File: src/design/kcalc_pkg.sv
// ---------------------------------------------------------------------------
// kcalc_pkg
// widths, key codes and controller/datapath interface types of the calculator
// ---------------------------------------------------------------------------
package kcalc_pkg;

	// operand word width and width of the iteration step counter
	localparam int WORD_WIDTH = 32;
	localparam int CNT_W      = $clog2(WORD_WIDTH);

	// port widths
	localparam int KEY_W    = 7;
	localparam int ANSWER_W = 32;

	// key codes
	localparam logic [KEY_W-1:0] KEY_ADD  = 7'h2B;
	localparam logic [KEY_W-1:0] KEY_SUB  = 7'h2D;
	localparam logic [KEY_W-1:0] KEY_MUL  = 7'h2A;
	localparam logic [KEY_W-1:0] KEY_DIV  = 7'h2F;
	localparam logic [KEY_W-1:0] KEY_EQU  = 7'h3D;
	localparam logic [KEY_W-1:0] KEY_CLR  = 7'h43;
	localparam logic [KEY_W-1:0] KEY_ZERO = 7'h30;
	localparam logic [KEY_W-1:0] KEY_NINE = 7'h39;

	// what the output register is loaded with
	typedef enum logic [1:0] {
		OUT_SILENT,
		OUT_ECHO,
		OUT_ANSWER,
		OUT_CLEAR
	} out_kind_t;

	// controller to datapath
	typedef struct packed {
		logic      acc_first;
		logic      acc_second;
		logic      set_op;
		logic      clear_all;
		logic      start_calc;
		logic      calc_step;
		logic      out_load;
		out_kind_t out_kind;
	} dp_cmd_t;

	// datapath to controller
	typedef struct packed {
		logic key_digit;
		logic key_equ;
		logic key_clr;
	} dp_status_t;

endpackage

File: src/design/kcalc_ctrl.sv
// ---------------------------------------------------------------------------
// kcalc_ctrl
// controller: entry phase, calculation sequencing and handshakes
// ---------------------------------------------------------------------------
module kcalc_ctrl (
	input  logic                  clk,
	input  logic                  arst_n,
	input  logic                  in_valid,
	output logic                  in_stall,
	output logic                  out_valid,
	input  logic                  out_stall,
	input  kcalc_pkg::dp_status_t status,
	output kcalc_pkg::dp_cmd_t    cmd
);
	import kcalc_pkg::*;

	typedef enum logic [1:0] {
		ST_IDLE,
		ST_CALC,
		ST_ANSWER
	} state_t;

	typedef enum logic [1:0] {
		PH_FIRST,
		PH_SECOND,
		PH_WAIT
	} phase_t;

	state_t           state_q;
	phase_t           phase_q;
	logic [CNT_W-1:0] count_q;
	logic             out_valid_q;
	logic             accept;
	logic             out_take;

	// handshakes: take a key when idle and the output slot is free or freeing
	assign out_take  = out_valid_q && !out_stall;
	assign in_stall  = (state_q != ST_IDLE) || (out_valid_q && out_stall);
	assign accept    = in_valid && !in_stall;
	assign out_valid = out_valid_q;

	// command decode
	always_comb begin
		cmd = '0;
		case (state_q)
			ST_IDLE: begin
				if (accept) begin
					cmd.out_load = 1'b1;
					case (phase_q)
						PH_FIRST: begin
							cmd.acc_first = status.key_digit;
							cmd.set_op    = !status.key_digit;
							cmd.out_kind  = OUT_ECHO;
						end
						PH_SECOND: begin
							if (status.key_digit) begin
								cmd.acc_second = 1'b1;
								cmd.out_kind   = OUT_ECHO;
							end else if (status.key_equ) begin
								cmd.start_calc = 1'b1;
								cmd.out_load   = 1'b0;
							end else begin
								cmd.out_kind = OUT_SILENT;
							end
						end
						default: begin
							if (status.key_clr) begin
								cmd.clear_all = 1'b1;
								cmd.out_kind  = OUT_CLEAR;
							end else begin
								cmd.out_kind = OUT_SILENT;
							end
						end
					endcase
				end
			end
			ST_CALC: begin
				cmd.calc_step = 1'b1;
			end
			ST_ANSWER: begin
				cmd.out_load = 1'b1;
				cmd.out_kind = OUT_ANSWER;
			end
			default: begin
			end
		endcase
	end

	// state, phase, step counter and output valid
	always_ff @(posedge clk or negedge arst_n) begin
		if (!arst_n) begin
			state_q     <= ST_IDLE;
			phase_q     <= PH_FIRST;
			count_q     <= '0;
			out_valid_q <= 1'b0;
		end else begin
			if (cmd.out_load) begin
				out_valid_q <= 1'b1;
			end else if (out_take) begin
				out_valid_q <= 1'b0;
			end
			case (state_q)
				ST_IDLE: begin
					if (accept) begin
						case (phase_q)
							PH_FIRST: begin
								if (!status.key_digit) begin
									phase_q <= PH_SECOND;
								end
							end
							PH_SECOND: begin
								if (status.key_equ) begin
									phase_q <= PH_WAIT;
									state_q <= ST_CALC;
									count_q <= CNT_W'(WORD_WIDTH - 1);
								end
							end
							default: begin
								if (status.key_clr) begin
									phase_q <= PH_FIRST;
								end
							end
						endcase
					end
				end
				ST_CALC: begin
					if (count_q == '0) begin
						state_q <= ST_ANSWER;
					end else begin
						count_q <= count_q - 1'b1;
					end
				end
				ST_ANSWER: begin
					state_q <= ST_IDLE;
				end
				default: begin
					state_q <= ST_IDLE;
				end
			endcase
		end
	end

endmodule

File: src/design/kcalc_dp.sv
// ---------------------------------------------------------------------------
// kcalc_dp
// datapath: operands, operator, bit-serial multiply/divide, output register
// ---------------------------------------------------------------------------
module kcalc_dp (
	input  logic                            clk,
	input  logic                            arst_n,
	input  logic [kcalc_pkg::KEY_W-1:0]     key,
	input  kcalc_pkg::dp_cmd_t              cmd,
	output kcalc_pkg::dp_status_t           status,
	output logic                            echo_valid,
	output logic [kcalc_pkg::KEY_W-1:0]     echo_char,
	output logic                            answer_valid,
	output logic [kcalc_pkg::ANSWER_W-1:0]  answer,
	output logic                            cleared
);
	import kcalc_pkg::*;

	logic [WORD_WIDTH-1:0] first_q;
	logic [WORD_WIDTH-1:0] second_q;
	logic [KEY_W-1:0]      op_q;
	logic [WORD_WIDTH-1:0] mcand_q;
	logic [WORD_WIDTH-1:0] mplier_q;
	logic [WORD_WIDTH-1:0] prod_q;
	logic [WORD_WIDTH-1:0] rem_q;
	logic [WORD_WIDTH-1:0] quo_q;
	logic [WORD_WIDTH:0]   div_shift;
	logic [WORD_WIDTH:0]   div_trial;
	logic                  div_fits;
	logic [WORD_WIDTH-1:0] result;

	logic                  echo_valid_q;
	logic [KEY_W-1:0]      echo_char_q;
	logic                  answer_valid_q;
	logic [ANSWER_W-1:0]   answer_q;
	logic                  cleared_q;

	// n * 10 + d, wrapping to the word
	function automatic logic [WORD_WIDTH-1:0] acc_digit(input logic [WORD_WIDTH-1:0] n,
			input logic [3:0] d);
		return (n << 3) + (n << 1) + WORD_WIDTH'(d);
	endfunction

	// key classification
	assign status.key_digit = (key >= KEY_ZERO) && (key <= KEY_NINE);
	assign status.key_equ   = (key == KEY_EQU);
	assign status.key_clr   = (key == KEY_CLR);

	// restoring divide step: shift in next dividend bit, try the subtract
	assign div_shift = {rem_q, quo_q[WORD_WIDTH-1]};
	assign div_trial = div_shift - {1'b0, second_q};
	assign div_fits  = !div_trial[WORD_WIDTH];

	// answer select
	always_comb begin
		case (op_q)
			KEY_ADD: result = first_q + second_q;
			KEY_SUB: result = first_q - second_q;
			KEY_MUL: result = prod_q;
			KEY_DIV: result = (second_q == '0) ? '0 : quo_q;
			default: result = '0;
		endcase
	end

	// operands and operator
	always_ff @(posedge clk or negedge arst_n) begin
		if (!arst_n) begin
			first_q  <= '0;
			second_q <= '0;
			op_q     <= '0;
		end else if (cmd.clear_all) begin
			first_q  <= '0;
			second_q <= '0;
			op_q     <= '0;
		end else begin
			if (cmd.acc_first) begin
				first_q <= acc_digit(first_q, key[3:0]);
			end
			if (cmd.acc_second) begin
				second_q <= acc_digit(second_q, key[3:0]);
			end
			if (cmd.set_op) begin
				op_q <= key;
			end
		end
	end

	// shift-add multiplier and restoring divider, one bit per step
	always_ff @(posedge clk) begin
		if (cmd.start_calc) begin
			mcand_q  <= first_q;
			mplier_q <= second_q;
			prod_q   <= '0;
			rem_q    <= '0;
			quo_q    <= first_q;
		end else if (cmd.calc_step) begin
			prod_q   <= prod_q + (mplier_q[0] ? mcand_q : '0);
			mcand_q  <= mcand_q << 1;
			mplier_q <= mplier_q >> 1;
			rem_q    <= div_fits ? div_trial[WORD_WIDTH-1:0] : div_shift[WORD_WIDTH-1:0];
			quo_q    <= {quo_q[WORD_WIDTH-2:0], div_fits};
		end
	end

	// output register, loaded once per transaction
	always_ff @(posedge clk) begin
		if (cmd.out_load) begin
			echo_valid_q   <= (cmd.out_kind == OUT_ECHO);
			echo_char_q    <= (cmd.out_kind == OUT_ECHO) ? key : '0;
			answer_valid_q <= (cmd.out_kind == OUT_ANSWER);
			answer_q       <= (cmd.out_kind == OUT_ANSWER) ? ANSWER_W'(result) : '0;
			cleared_q      <= (cmd.out_kind == OUT_CLEAR);
		end
	end

	assign echo_valid   = echo_valid_q;
	assign echo_char    = echo_char_q;
	assign answer_valid = answer_valid_q;
	assign answer       = answer_q;
	assign cleared      = cleared_q;

endmodule

File: src/design/keypad_four_function_calculator_top.sv
// ---------------------------------------------------------------------------
// keypad_four_function_calculator_top
// four-function calculator fed by key codes, one result per key
// ---------------------------------------------------------------------------
// Every accepted key gives exactly one output transaction. Digits, operator
// keys and ignored keys are answered in the cycle after acceptance. The '='
// key starts a bit-serial calculation: the shift-add multiplier and the
// restoring divider both retire one bit per cycle; when the last step is done
// the answer state loads the result into the output register, whatever the
// operator. No key is taken during that calculation, nor while a finished
// result is held by out_stall.
module keypad_four_function_calculator_top (
	input  logic                           clk,
	input  logic                           arst_n,
	input  logic                           in_valid,
	output logic                           in_stall,
	input  logic [kcalc_pkg::KEY_W-1:0]    key,
	output logic                           out_valid,
	input  logic                           out_stall,
	output logic                           echo_valid,
	output logic [kcalc_pkg::KEY_W-1:0]    echo_char,
	output logic                           answer_valid,
	output logic [kcalc_pkg::ANSWER_W-1:0] answer,
	output logic                           cleared
);
	import kcalc_pkg::*;

	dp_cmd_t    cmd;
	dp_status_t status;

	// controller
	kcalc_ctrl u_ctrl (
		.clk       (clk),
		.arst_n    (arst_n),
		.in_valid  (in_valid),
		.in_stall  (in_stall),
		.out_valid (out_valid),
		.out_stall (out_stall),
		.status    (status),
		.cmd       (cmd)
	);

	// datapath
	kcalc_dp u_dp (
		.clk          (clk),
		.arst_n       (arst_n),
		.key          (key),
		.cmd          (cmd),
		.status       (status),
		.echo_valid   (echo_valid),
		.echo_char    (echo_char),
		.answer_valid (answer_valid),
		.answer       (answer),
		.cleared      (cleared)
	);

endmodule

File: config.mk
export PLATFORM = sky130hd
export DESIGN_NAME = keypad_four_function_calculator_top
export DESIGN_NICKNAME = d
export VERILOG_FILES = /design/src/design/kcalc_pkg.sv /design/src/design/kcalc_ctrl.sv /design/src/design/kcalc_dp.sv /design/src/design/keypad_four_function_calculator_top.sv
export SDC_FILE = /design/constraint.sdc
export NUM_CORES = 1
export LEC_CHECK = 0
export BUFFER_PORTS_ARGS = -buffer_cell sky130_fd_sc_hd__buf_2
export CAP_MARGIN = 40
export CORE_UTILIZATION = 60
export CTS_BUF_LIST = sky130_fd_sc_hd__clkbuf_2 sky130_fd_sc_hd__clkbuf_4 sky130_fd_sc_hd__clkbuf_8
export CTS_CLUSTER_DIAMETER = 200
export DETAILED_ROUTE_END_ITERATION = 6
export PLACE_DENSITY = 0.77
export SYNTH_ARGS = -nofsm -noshare
export SYNTH_HDL_FRONTEND = slang
export SYNTH_HIERARCHICAL = 1
export SYNTH_SLANG_ARGS = --single-unit
File: constraint.sdc
create_clock -name clk -period 5.55 [get_ports clk]
set_clock_uncertainty 0.2 [all_clocks]
set_input_delay 1.11 -clock clk [delete_from_list [all_inputs] [get_ports clk]]
set_output_delay 1.11 -clock clk [all_outputs]
set_load 0.05 [all_outputs]
==> impl_results.md <==
* Setup TNS at 0 ns
* PwrDens at 430.3 nW/µm²
* Post-synth top cells: 212 x ha_1, 204 x nor2_1, 178 x o21ai_0
* Post-CTS sizing at 0
* Routed vias at 18560
* CP Data Required Time at 5.70 ns
* Post-CTS setup buffer count at 0
* Number of global-route vias before repair at 18016
* VDD IR max at 0.2766 mV
* Fin. Hold Viols at 0
* Most frequent cell after synthesis: ha_1
* Cell type group with the largest total delay on the critical path: compound AO/OA/AOI/OAI gates
* Synth Flop Type: edfxtp_1
* Ratio of cells with drive above 1 in the final layout at 10.35%
* Post-synth EDFFs at 138
* Synth cell types at 91
* Synth Register Bits at 283
* Outcome: finished, final reports clean
* CP endpoint kind: register
* Setup-failing EPs final at 0
* Clock Latency Late Sink at 0.64 ns
* Slew HR at 49.47%
* DRC Markers at 0
* Total track usage at 32.37%
* Leak at 0.01021 µW
* Core Footprint at 34710 µm²
* Synth area leader: edfxtp_1
* Final Cycle Share at 91.21%
* Syn nets at 2573
* Post-DRT Antenna Nets at 0
* Slowest cell on crit path: nor4bb_1
* RSZ-0062 raised after global routing: false
* DRT iter0 DRCs at 1767
* Post-synth top area share at 19.46%
* HP Class: in -> async
* Worst Path Max Fanout at 17
* Startpoint types: register
* IO Count at 55
* Pins Over Slew Limit at 0
* Port Buffers at 54
* Initial Utilization at 61.35%
* Area of the mapped netlist at 21300 µm²
* Die width at 190.4 µm
* RePlAce Congestion at 0.8973
* DRT Pass-1 Iters at 6
* Dpl hpwl at 41720 µm
* Die Height at 190.4 µm
* Fin util at 66.81%
* Reg2reg setup slack at 0.49 ns
* CTS tree: built
* Routed length per instance at 20.20 µm
* Dpl cell area at 22130 µm²
* Total wire length at 58370 µm
* Worst hold slack at 0.2167 ns
* Worst-path clk slew at 0.06 ns
* Clock sink count at 283
* Critical path class: reg -> reg
* Final WS setup at 0.4877 ns
* Grt ovf at 0
* DR vias/cell at 6.422
* Area Growth Syn to Fin at 8.907%
* Fmax at 197.5 MHz
* Worst slew pin tran at 0.7579 ns
* Clk root buf: clkbuf_8
* Global-route wire length before repair at 93470 µm
* # rows at 68
* CTS max path bufs at 3
* Most frequent CP cell: xnor2_1
* CTS Buf Count at 53
* Critical-path cell list: nor4bb_1 > and3_1 > nor2b_1 > buf_4 > a31oi_1 > xnor2_1 > ha_1 > and4_1 > nand4_1 > a211oi_1 > o2111a_1 > o211ai_1 > o31a_1 > o41ai_2 > xnor2_1 > o22ai_1
* Fin nets at 2623
* CTS Hold Bufs at 0
* Buffer and inverter count on the worst path at 1
* Largest net degree at the start of global routing at 168
* Fin area at 23190 µm²
* Top area cells in the synthesized netlist: edfxtp_1 19%, ha_1 12%, dfrtp_1 9.5%
* # Max-Cap Violations at 0
* Minimum clock period at 5.062 ns
* Pre-CTS setup slack at 0.5495 ns
* Post-Synthesis Cells at 2343
* # diodes at 0
* Synth warn at 6
* CP arrival at 5.21 ns
* Die ar. at 36250 µm²
* H-tree depth at 2
* Syn_area_per_cell at 9.089 µm²
* Initial antenna violation count at 0
* CP peak stage delay at 0.61 ns
* Async set-reset flop share out of synthesis at 28.62%
* Register area share after synthesis at 34.99%
==> state kept, by name (all words and copies together), names as in the netlist <==
name / flops
u_dp/cleared: 1
u_dp/echo_char: 7
u_dp/echo_valid: 1
u_dp/mplier_q: 32
u_dp/op_q: 7
u_dp/answer: 32
u_ctrl/state_q: 2
u_ctrl/phase_q: 2
u_dp/mcand_q: 32
u_dp/rem_q: 32
u_dp/quo_q: 32
u_ctrl/out_valid: 1
u_dp/prod_q: 32
u_dp/second_q: 32
u_dp/answer_valid: 1
u_ctrl/count_q: 5
u_dp/first_q: 32
==> final cells by class <==
cell class                 instances  area (µm²)
clock buffer                      72       903.4
clock inverter                    25       160.2
fill                            2795       11520
inverter                         151       569.3
multi-input combinational       1811       12930
sequential                       283        7452
tap                              455       569.3
timing repair buffer              93       608.1
==> worst register-to-register path, delay by kind of cell (launching register included) <==
family                   cells  cell delay [ns]
AO/OA/AOI/OAI                7             1.70
AND/OR/NAND/NOR              5             1.48
adder cells (fa/ha/maj)      1             0.43
flip-flops                   1             0.39
XOR/XNOR                     2             0.34
buffers and inverters        1             0.25
==> cell families (layout without fill, tap and decap cells) <==
family	Yosys count	in the layout	synth area share, %
AO/OA/AOI/OAI	685	685	21.52
XOR/XNOR	144	144	5.922
adder cells (fa/ha/maj)	219	219	13.11
buffers and inverters	249	341	4.506
flip-flops	283	283	34.99
multiplexers	85	85	4.201
AND/OR/NAND/NOR	678	678	15.75
==> metal layers <==
layer / share of wire (%) / track usage [%] / vias to the layer above
li1: - / - / 8807
met1: 43 / 43.08 / 8917
met2: 46 / 52.22 / 714
met3: 7.7 / 5.576 / 122
met4: 3.4 / 12.95 / 0
met5: 0 / 0 / -
==> cell usage in the layout (no fill, tap or decap), types with 20 or more instances in the layout <==
master	count
a21o_1	76
a21oi_1	131
a222oi_1	23
a311oi_1	20
a31oi_1	25
and2_1	52
buf_2	54
buf_4	36
clkbuf_8	58
dfrtp_1	81
dfxtp_1	64
edfxtp_1	138
ha_1	212
inv_1	147
mux2_2	31
mux2i_1	53
nand2_1	161
nand3_1	49
nand4_1	32
nor2_1	203
nor3_1	43
o211ai_1	26
o21a_1	29
o21ai_0	177
xnor2_1	101
xor2_1	43
==> through the flow <==
step	cells	total power, µW
floorplan	2343	6615
global placement	2789	7623
detailed placement	2793	7769
CTS	2890	9898
global route	2890	10620
finish	2890	9980
==> power by group <==
| part | internal (µW) | total, µW | switching (µW) |
|---|---|---|---|
| clock | 1150 | 2090 | 948 |
| combinational | 1990 | 4830 | 2840 |
| sequential | 2610 | 3050 | 440 |
| total | 5750 | 9980 | 4230 |
==> worst paths after layout <==
path | startpoint | endpoint | depth (start not counted)
worst max register to register | u_dp/op_q[6] | u_dp/answer[31] | 16
min in group clk | u_dp/rem_q[11] | u_dp/rem_q[12] | 2
max in group asynchronous | arst_n | u_dp/first_q[20] | 2
worst max-delay path | u_dp/op_q[6] | u_dp/answer[31] | 16
worst min register to register | u_dp/rem_q[11] | u_dp/rem_q[12] | 2
worst min-delay path | arst_n | u_ctrl/count_q[0] | 1
(Power assumes the default switching activity.)
